`config.mk`:
```
export PLATFORM = sky130hd
export DESIGN_NAME = gossip_message_dedup_clock
export DESIGN_NICKNAME = d
export VERILOG_FILES = /design/src/gmd_pkg.sv /design/src/gmd_ram.sv /design/src/gmd_ctrl.sv /design/src/gossip_message_dedup_clock.sv
export SDC_FILE = /design/constraint.sdc
export NUM_CORES = 2
export LEC_CHECK = 0
export BUFFER_PORTS_ARGS = -buffer_cell sky130_fd_sc_hd__buf_2
export CORE_MARGIN = 2
export CORE_UTILIZATION = 60
export CTS_CLUSTER_SIZE = 16
export DETAILED_ROUTE_END_ITERATION = 6
export GPL_TIMING_DRIVEN = 1
export PLACE_DENSITY_LB_ADDON = 0.12
export SLEW_MARGIN = 20
export SYNTH_ARGS = -nofsm -noshare
export SYNTH_HDL_FRONTEND = slang
export SYNTH_HIERARCHICAL = 1
export SYNTH_MEMORY_MAX_BITS = 65536
export SYNTH_SLANG_ARGS = --single-unit
```
`constraint.sdc`:
```
create_clock -name clk -period 8.1 [get_ports clk]
set_input_delay 1.62 -clock clk [delete_from_list [all_inputs] [get_ports clk]]
set_output_delay 1.62 -clock clk [all_outputs]
set_load 0.03 [all_outputs]
```
`src/gmd_pkg.sv`:
```
// Shared types, constants and helpers for the gossip message dedup block.
`timescale 1ns / 1ps

package gmd_pkg;

  localparam int SEQ_SPAN   = 256;
  localparam int WORD_W     = 32;
  localparam int SEQ_WORDS  = SEQ_SPAN / WORD_W;
  localparam int WORD_SEL_W = $clog2(SEQ_WORDS);
  localparam int BIT_SEL_W  = $clog2(WORD_W);
  localparam int SEQ_W      = 9;
  localparam int SLOT_W     = 8;

  typedef enum logic [1:0] {
    ST_STORED  = 2'd0,
    ST_DUP     = 2'd1,
    ST_FULL    = 2'd2,
    ST_INVALID = 2'd3
  } status_t;

  typedef struct packed {
    status_t           status;
    logic [SEQ_W-1:0]  next_seq;
    logic [SLOT_W-1:0] log_slot;
  } result_t;

  // {found, index} of the lowest clear bit in a bitmap word
  function automatic logic [BIT_SEL_W:0] lowest_zero(input logic [WORD_W-1:0] w);
    logic       hit;
    logic [1:0] b;
    logic [2:0] k;
    logic [7:0] byt;
    hit = 1'b0;
    b   = 2'd0;
    for (int i = 3; i >= 0; i--) begin
      if (w[i*8 +: 8] != 8'hFF) begin
        hit = 1'b1;
        b   = 2'(i);
      end
    end
    byt = w[{b, 3'b000} +: 8];
    k   = 3'd0;
    for (int j = 7; j >= 0; j--) begin
      if (!byt[j]) begin
        k = 3'(j);
      end
    end
    return {hit, b, k};
  endfunction

endpackage

```
`src/gmd_ram.sv`:
```
// Simple dual-port synchronous RAM, one write and one registered read per cycle.
`timescale 1ns / 1ps

module gmd_ram #(
  parameter int DEPTH = 16,
  parameter int WIDTH = 9
) (
  input  logic                     clk,
  input  logic                     we,
  input  logic [$clog2(DEPTH)-1:0] waddr,
  input  logic [WIDTH-1:0]         wdata,
  input  logic [$clog2(DEPTH)-1:0] raddr,
  output logic [WIDTH-1:0]         rdata
);

  logic [WIDTH-1:0] mem [DEPTH];

  always_ff @(posedge clk) begin
    if (we) begin
      mem[waddr] <= wdata;
    end
  end

  always_ff @(posedge clk) begin
    rdata <= mem[raddr];
  end

endmodule

```
`src/gmd_ctrl.sv`:
```
// Sequencer: RAM clear after reset, lookup, duplicate check, bitmap update and next-gap scan.
`timescale 1ns / 1ps

module gmd_ctrl import gmd_pkg::*; #(
  parameter int NUM_SOURCES = 16,
  parameter int LOG_DEPTH   = 256
) (
  input  logic                                      clk,
  input  logic                                      rst,
  input  logic                                      in_valid,
  output logic                                      in_ready,
  input  logic                                      in_mode,
  input  logic [3:0]                                in_origin,
  input  logic [SEQ_W-1:0]                          in_seqnum,
  output logic                                      res_valid,
  input  logic                                      res_ready,
  output result_t                                   res,
  output logic                                      seen_we,
  output logic [$clog2(NUM_SOURCES)+WORD_SEL_W-1:0] seen_waddr,
  output logic [WORD_W-1:0]                         seen_wdata,
  output logic [$clog2(NUM_SOURCES)+WORD_SEL_W-1:0] seen_raddr,
  input  logic [WORD_W-1:0]                         seen_rdata,
  output logic                                      ne_we,
  output logic [$clog2(NUM_SOURCES)-1:0]            ne_waddr,
  output logic [SEQ_W-1:0]                          ne_wdata,
  output logic [$clog2(NUM_SOURCES)-1:0]            ne_raddr,
  input  logic [SEQ_W-1:0]                          ne_rdata
);

  localparam int SRC_W      = $clog2(NUM_SOURCES);
  localparam int ADDR_W     = SRC_W + WORD_SEL_W;
  localparam int SEEN_DEPTH = NUM_SOURCES * SEQ_WORDS;
  localparam int CNT_W      = $clog2(LOG_DEPTH + 1);

  typedef enum logic [4:0] {
    S_CLEAR = 5'b00001,
    S_IDLE  = 5'b00010,
    S_LOOK  = 5'b00100,
    S_SCAN  = 5'b01000,
    S_DONE  = 5'b10000
  } state_t;

  state_t                  state;
  logic                    mode_q;
  logic [SRC_W-1:0]        src_q;
  logic                    src_ok;
  logic [SEQ_W-1:0]        seq_q;
  logic [WORD_SEL_W-1:0]   word_idx;
  logic [CNT_W-1:0]        log_count;
  logic [ADDR_W-1:0]       clr_addr;
  result_t                 res_q;

  logic [6:0]              origin_ext;
  logic [SRC_W-1:0]        in_src;
  logic                    in_src_ok;
  logic [7:0]              in_pos;
  logic [7:0]              pos;
  logic                    seq_bad;
  logic                    bit_hit;
  logic                    full;
  logic                    is_dup;
  logic                    store;
  logic [WORD_W-1:0]       set_word;
  logic [BIT_SEL_W:0]      lz_look;
  logic [BIT_SEL_W:0]      lz_scan;
  logic [CNT_W+7:0]        cnt_ext;

  assign origin_ext = 7'(in_origin);
  assign in_src     = origin_ext[SRC_W-1:0];
  assign in_src_ok  = origin_ext < 7'(NUM_SOURCES);
  assign in_pos     = in_seqnum[7:0] - 8'd1;

  assign pos      = seq_q[7:0] - 8'd1;
  assign seq_bad  = (seq_q == '0) || (seq_q[8] && (seq_q[7:0] != 8'd0));
  assign bit_hit  = seen_rdata[pos[BIT_SEL_W-1:0]];
  assign full     = log_count >= CNT_W'(LOG_DEPTH);
  assign is_dup   = !mode_q && ((seq_q < ne_rdata) || bit_hit);
  assign store    = (state == S_LOOK) && src_ok && !seq_bad && !is_dup && !full;
  assign set_word = seen_rdata | (WORD_W'(1) << pos[BIT_SEL_W-1:0]);
  assign lz_look  = lowest_zero(set_word);
  assign lz_scan  = lowest_zero(seen_rdata);
  assign cnt_ext  = (CNT_W + 8)'(log_count);

  assign in_ready  = (state == S_IDLE);
  assign res_valid = (state == S_DONE);
  assign res       = res_q;

  always_comb begin
    unique case (state)
      S_IDLE:  seen_raddr = {in_src, in_pos[7:BIT_SEL_W]};
      S_LOOK:  seen_raddr = {src_q, pos[7:BIT_SEL_W] + WORD_SEL_W'(1)};
      default: seen_raddr = {src_q, word_idx + WORD_SEL_W'(1)};
    endcase
  end

  assign ne_raddr   = in_src;
  assign seen_we    = (state == S_CLEAR) || store;
  assign seen_waddr = (state == S_CLEAR) ? clr_addr : {src_q, pos[7:BIT_SEL_W]};
  assign seen_wdata = (state == S_CLEAR) ? '0 : set_word;
  assign ne_we      = (state == S_CLEAR) || ((state == S_DONE) && src_ok);
  assign ne_waddr   = (state == S_CLEAR) ? clr_addr[ADDR_W-1:WORD_SEL_W] : src_q;
  assign ne_wdata   = (state == S_CLEAR) ? SEQ_W'(1) : res_q.next_seq;

  always_ff @(posedge clk) begin
    if (rst) begin
      state     <= S_CLEAR;
      clr_addr  <= '0;
      log_count <= '0;
    end else begin
      unique case (state)
        S_CLEAR: begin
          clr_addr <= clr_addr + ADDR_W'(1);
          if (clr_addr == ADDR_W'(SEEN_DEPTH - 1)) begin
            state <= S_IDLE;
          end
        end
        S_IDLE: begin
          if (in_valid) begin
            mode_q <= in_mode;
            src_q  <= in_src;
            src_ok <= in_src_ok;
            seq_q  <= in_seqnum;
            state  <= S_LOOK;
          end
        end
        S_LOOK: begin
          res_q.log_slot <= '0;
          res_q.next_seq <= ne_rdata;
          state          <= S_DONE;
          if (!src_ok) begin
            res_q.status   <= ST_INVALID;
            res_q.next_seq <= SEQ_W'(1);
          end else if (seq_bad) begin
            res_q.status <= ST_INVALID;
          end else if (is_dup) begin
            res_q.status <= ST_DUP;
          end else if (full) begin
            res_q.status <= ST_FULL;
          end else begin
            res_q.status   <= ST_STORED;
            res_q.log_slot <= cnt_ext[7:0];
            log_count      <= log_count + CNT_W'(1);
            if (seq_q == ne_rdata) begin
              if (lz_look[BIT_SEL_W]) begin
                res_q.next_seq <= {1'b0, pos[7:BIT_SEL_W], lz_look[BIT_SEL_W-1:0]}
                                  + SEQ_W'(1);
              end else if (pos[7:BIT_SEL_W] == WORD_SEL_W'(SEQ_WORDS - 1)) begin
                res_q.next_seq <= SEQ_W'(SEQ_SPAN + 1);
              end else begin
                word_idx <= pos[7:BIT_SEL_W] + WORD_SEL_W'(1);
                state    <= S_SCAN;
              end
            end
          end
        end
        S_SCAN: begin
          if (lz_scan[BIT_SEL_W]) begin
            res_q.next_seq <= {1'b0, word_idx, lz_scan[BIT_SEL_W-1:0]} + SEQ_W'(1);
            state          <= S_DONE;
          end else if (word_idx == WORD_SEL_W'(SEQ_WORDS - 1)) begin
            res_q.next_seq <= SEQ_W'(SEQ_SPAN + 1);
            state          <= S_DONE;
          end else begin
            word_idx <= word_idx + WORD_SEL_W'(1);
          end
        end
        S_DONE: begin
          if (res_ready) begin
            state <= S_IDLE;
          end
        end
        default: state <= S_IDLE;
      endcase
    end
  end

endmodule

```
`src/gossip_message_dedup_clock.sv`:
```
// Top level: gossip message de-duplicator with per-origin next-expected clock.
`timescale 1ns / 1ps

// One message identity is taken per beat and gives one result beat. An item
// passes through accept, bitmap/clock lookup and result. When the stored
// sequence number closes the origin's lowest gap and leaves the same 32-bit
// bitmap word full, and that word is not the last, a next-gap scan runs
// between lookup and result; it reads one further bitmap word per cycle,
// up to 7 more, through the single read port of the bitmap RAM.
// After reset the block clears both RAMs and holds s_tready low meanwhile.
// A finished result sits in the output register, and the next item is
// taken while it waits.
module gossip_message_dedup_clock import gmd_pkg::*; #(
  parameter int NUM_SOURCES = 16,
  parameter int LOG_DEPTH   = 256
) (
  input  logic        clk,
  input  logic        rst,
  input  logic        s_tvalid,
  output logic        s_tready,
  input  logic [15:0] s_tdata,   // origin[3:0], seqnum[12:4], zero fill
  input  logic        s_tuser,   // mode
  output logic        m_tvalid,
  input  logic        m_tready,
  output logic [23:0] m_tdata,   // next_seq[8:0], log_slot[16:9], zero fill
  output logic [1:0]  m_tuser    // status
);

  localparam int SRC_W      = $clog2(NUM_SOURCES);
  localparam int ADDR_W     = SRC_W + WORD_SEL_W;
  localparam int SEEN_DEPTH = NUM_SOURCES * SEQ_WORDS;

  logic                res_valid;
  logic                res_ready;
  result_t             res;
  logic                seen_we;
  logic [ADDR_W-1:0]   seen_waddr;
  logic [WORD_W-1:0]   seen_wdata;
  logic [ADDR_W-1:0]   seen_raddr;
  logic [WORD_W-1:0]   seen_rdata;
  logic                ne_we;
  logic [SRC_W-1:0]    ne_waddr;
  logic [SEQ_W-1:0]    ne_wdata;
  logic [SRC_W-1:0]    ne_raddr;
  logic [SEQ_W-1:0]    ne_rdata;

  gmd_ctrl #(
    .NUM_SOURCES(NUM_SOURCES),
    .LOG_DEPTH  (LOG_DEPTH)
  ) u_ctrl (
    .clk       (clk),
    .rst       (rst),
    .in_valid  (s_tvalid),
    .in_ready  (s_tready),
    .in_mode   (s_tuser),
    .in_origin (s_tdata[3:0]),
    .in_seqnum (s_tdata[12:4]),
    .res_valid (res_valid),
    .res_ready (res_ready),
    .res       (res),
    .seen_we   (seen_we),
    .seen_waddr(seen_waddr),
    .seen_wdata(seen_wdata),
    .seen_raddr(seen_raddr),
    .seen_rdata(seen_rdata),
    .ne_we     (ne_we),
    .ne_waddr  (ne_waddr),
    .ne_wdata  (ne_wdata),
    .ne_raddr  (ne_raddr),
    .ne_rdata  (ne_rdata)
  );

  gmd_ram #(
    .DEPTH(SEEN_DEPTH),
    .WIDTH(WORD_W)
  ) u_seen_ram (
    .clk  (clk),
    .we   (seen_we),
    .waddr(seen_waddr),
    .wdata(seen_wdata),
    .raddr(seen_raddr),
    .rdata(seen_rdata)
  );

  gmd_ram #(
    .DEPTH(NUM_SOURCES),
    .WIDTH(SEQ_W)
  ) u_next_ram (
    .clk  (clk),
    .we   (ne_we),
    .waddr(ne_waddr),
    .wdata(ne_wdata),
    .raddr(ne_raddr),
    .rdata(ne_rdata)
  );

  assign res_ready = !m_tvalid || m_tready;

  always_ff @(posedge clk) begin
    if (rst) begin
      m_tvalid <= 1'b0;
    end else if (res_ready) begin
      m_tvalid <= res_valid;
    end
  end

  always_ff @(posedge clk) begin
    if (res_valid && res_ready) begin
      m_tdata <= {7'd0, res.log_slot, res.next_seq};
      m_tuser <= res.status;
    end
  end

  a_one_item_in_flight: assert property (@(posedge clk) disable iff (rst)
    s_tvalid && s_tready |=> !s_tready)
    else $error("input taken while an item is in flight");

  a_slot_only_when_stored: assert property (@(posedge clk) disable iff (rst)
    m_tvalid && (m_tuser != ST_STORED) |-> m_tdata[16:9] == 8'd0)
    else $error("log slot set on a beat that stored nothing");

  a_next_seq_range: assert property (@(posedge clk) disable iff (rst)
    m_tvalid |-> (m_tdata[8:0] != 9'd0) && (m_tdata[8:0] <= 9'd257))
    else $error("next expected sequence number out of range");

endmodule

```
==> results.yml <==
finish:
  fin_nets: 7406
  area_growth_pct: 12.5
  stdcell_count: 11500
  drive_above_1_share: 0.330
place:
  dp_hpwl_um: 248000
  port-buffer-count: 38
  place_inst: 10700
  place.gp.congestion: 0.917
timing:
  finalSetupViolations: 0
  fin_crit_ns: 7.36
  finalCritPeriodShare: 0.909
  worst_pin_slew_ns: 1.15
  maxSlewViolCount: 0
  rsz0062_at_grt: "no"
  setup_tns_ns: 0
  hold_violations: 0
  finalClockSkew_ns: 0.0359
  clock.fmax_mhz: 136
  slew_headroom: 0.234
logic_synthesis:
  synth.distinct_cells: 95
  synth_largest_area_cell: "edfxtp_1"
  ys_ff_latch: 4358
  synthArstFlopShare: 0
  yosysWarnings: 6
  avgSynthCellArea_um2: 24.2
  synthTopCellsByArea: "edfxtp_1 (77%), mux4_2 (18%), dfxtp_1 (0.75%)"
  yosys_most_used_dff: "edfxtp_1"
  synth-edff-count: 4295
  yosys.area.top_type_share: 0.766
  synthCells: 6956
  netlist_area_um2: 168000
  yosysSeqAreaShare: 0.774
clock_tree:
  post_cts_buffers: 0
  cts_root_buffer: "clkbuf_16"
  clockBufferDepth: 4
  cts_max_level: 5
  numCtsBuffers: 427
  post_cts_resized: 0
  cts_tree: "yes"
  clkTransAtPathRegs_ns: 0.06
  cts_hold_buf: 0
  cts_sinks: 4358
  clk_latency_ns: 0.95
global_routing:
  grt_use_total: 0.300
  grt_pass1_vias: 79000
  grt-ovfl-total: 0
  grt_pass1_wl_um: 596000
  grt_antenna_before_repair: 32
  grt_max_degree: 119
die:
  die_h_um: 534
  die_width_um: 534
  dieArea_um2: 285000
  num_rows: 194
  io_pins: 49
  start_util: 0.603
  coreArea_um2: 279000
run:
  cap_violations: 0
drt:
  wire_per_inst_um: 37.0
  drt-pass1-iter-count: 5
  first_iter_violations: 11300
  drt-total-wl_um: 424000
  ant_nets: 0
  drc: 0
  detail_route.vias_per_cell: 6.93
  num_vias: 79400
power_and_ir_drop:
  ir_worst_vdd_mv: 0.187
  powerDensity_nw_per_um2: 261
  leakage_nw: 59.4
worst_setup_path:
  end_kind: "flip-flop"
  critical_path_class: "flip-flop to flip-flop"
  start_kind: "flip-flop"
  required_ns: 8.73
  crit_arrival_ns: 7.99
  path_max_fanout: 22
worst_hold_path:
  hp-class: "flip-flop to flip-flop"
run_status:
  status: "finished clean"
kinds of logic after synthesis:
logic type,synth area share
xor gates and xnor gates,0.00172
buffers and inverters,0.0103
other,0.0000223
and+or+nand+nor,0.0147
DFF,0.774
AOI/OAI and AO/OA,0.00876
adders and majority gates,0.00171
muxes,0.189
worst paths after layout:
path | cells past startpoint | endpoint | from | slack (ns)
worst max-delay path | 15 | u_seen_ram/mem[24][26] | u_ctrl/seq_q[0] | 0.74
worst min-delay path | 0 | m_tuser[0] | u_ctrl/res[17] | 0.42
worst max register to register | 15 | u_seen_ram/mem[24][26] | u_ctrl/seq_q[0] | 0.74
worst min register to register | 0 | m_tuser[0] | u_ctrl/res[17] | 0.42
per-layer routing:
metal | up-vias | global-route usage | wire (µm)
met2 | 4469 | 0.452 | 198000
met1 | 43300 | 0.459 | 167000
li1 | 31000 | - | -
met3 | 636 | 0.0617 | 46800
met4 | 20 | 0.0783 | 12300
met5 | - | 0 | 133
cell usage after synthesis (17+ instances only):
cell	number
buf_1	53
nor3_1	28
nand2_1	96
xnor2_1	17
buf_2	86
mux4_2	1375
o21ai_0	31
a21oi_1	39
nand3_1	36
clkbuf_1	202
mux2_2	33
dfxtp_1	63
nor2_1	221
and2_1	35
edfxtp_1	4295
inv_1	18
buf_4	22
a22oi_1	26
ha_1	23
cells in the final DEF, fill, tap and decap left out, types with 33 or more instances in the layout:
cell,instances
dfxtp_1,63
mux2_2,33
buf_4,254
buf_12,43
nor2_4,148
clkbuf_1,102
nand2_1,89
edfxtp_1,4295
bufinv_16,37
nor2_1,72
clkbuf_16,435
clkinv_1,102
a21oi_1,39
and2_1,34
buf_2,38
clkinv_2,73
mux4_2,1375
area by class of cell:
| class | instances | area, µm² |
|---|---|---|
| Antenna cell | 20 | 50.0 |
| Clock buffer | 544 | 11400 |
| Clock inverter | 242 | 2210 |
| Fill cell | 17100 | 89900 |
| Inverter | 18 | 67.6 |
| Multi-Input combinational cell | 2213 | 37600 |
| Sequential cell | 4358 | 130000 |
| Tap cell | 3724 | 4660 |
| Timing Repair Buffer | 344 | 3080 |
flip-flops by register name, indices dropped and copies added (netlist names):
signal,flops
m_tdata,17
m_tuser,2
m_tvalid,1
u_ctrl/clr_addr,7
u_ctrl/log_count,9
u_ctrl/mode_q,1
u_ctrl/res,19
u_ctrl/seq_q,9
u_ctrl/src_q,4
u_ctrl/state,5
u_ctrl/word_idx,3
u_next_ram/mem,144
u_next_ram/rdata,9
u_seen_ram/mem,4096
u_seen_ram/rdata,32
critical path, stage by stage (launching register included):
cell and delay, ns:
edfxtp_1 0.88, inv_1 0.33, ha_1 0.48, xnor2_1 0.22, buf_4 0.25, mux4_2 0.53
mux2i_1 0.31, o21ai_0 0.22, a21oi_1 0.21, buf_4 0.19, nand2_1 0.11, nand2_1 0.61
nor2b_1 0.46, nand2_2 0.74, nor2_4 1.08, buf_4 0.37
report_power, final:
group          switching (mW)  leakage [nW]  internal (mW)
Combinational            2.82          12.7          0.881
Sequential              0.159          40.1           26.2
Clock                    8.25          6.64           11.1
Total                    11.2          59.4           38.1
stage by stage:
| step | utilization | setup slack (ns) | hold WS [ns] | instance area, µm² | total power, mW |
|---|---|---|---|---|---|
| after global placement | 0.629 | 1.00 | 0.402 | 176000 | 30.3 |
| after CTS | 0.678 | 0.886 | 0.418 | 189000 | 49.5 |
| final | 0.678 | 0.740 | 0.416 | 189000 | 49.3 |
| after detailed placement | 0.629 | 0.941 | 0.405 | 176000 | 30.5 |
| after global routing | 0.678 | 0.427 | 0.429 | 189000 | 50.6 |
| after floorplan | - | 1.66 | 0.400 | 168000 | 28.7 |
Power figures use the tool's default switching activity.
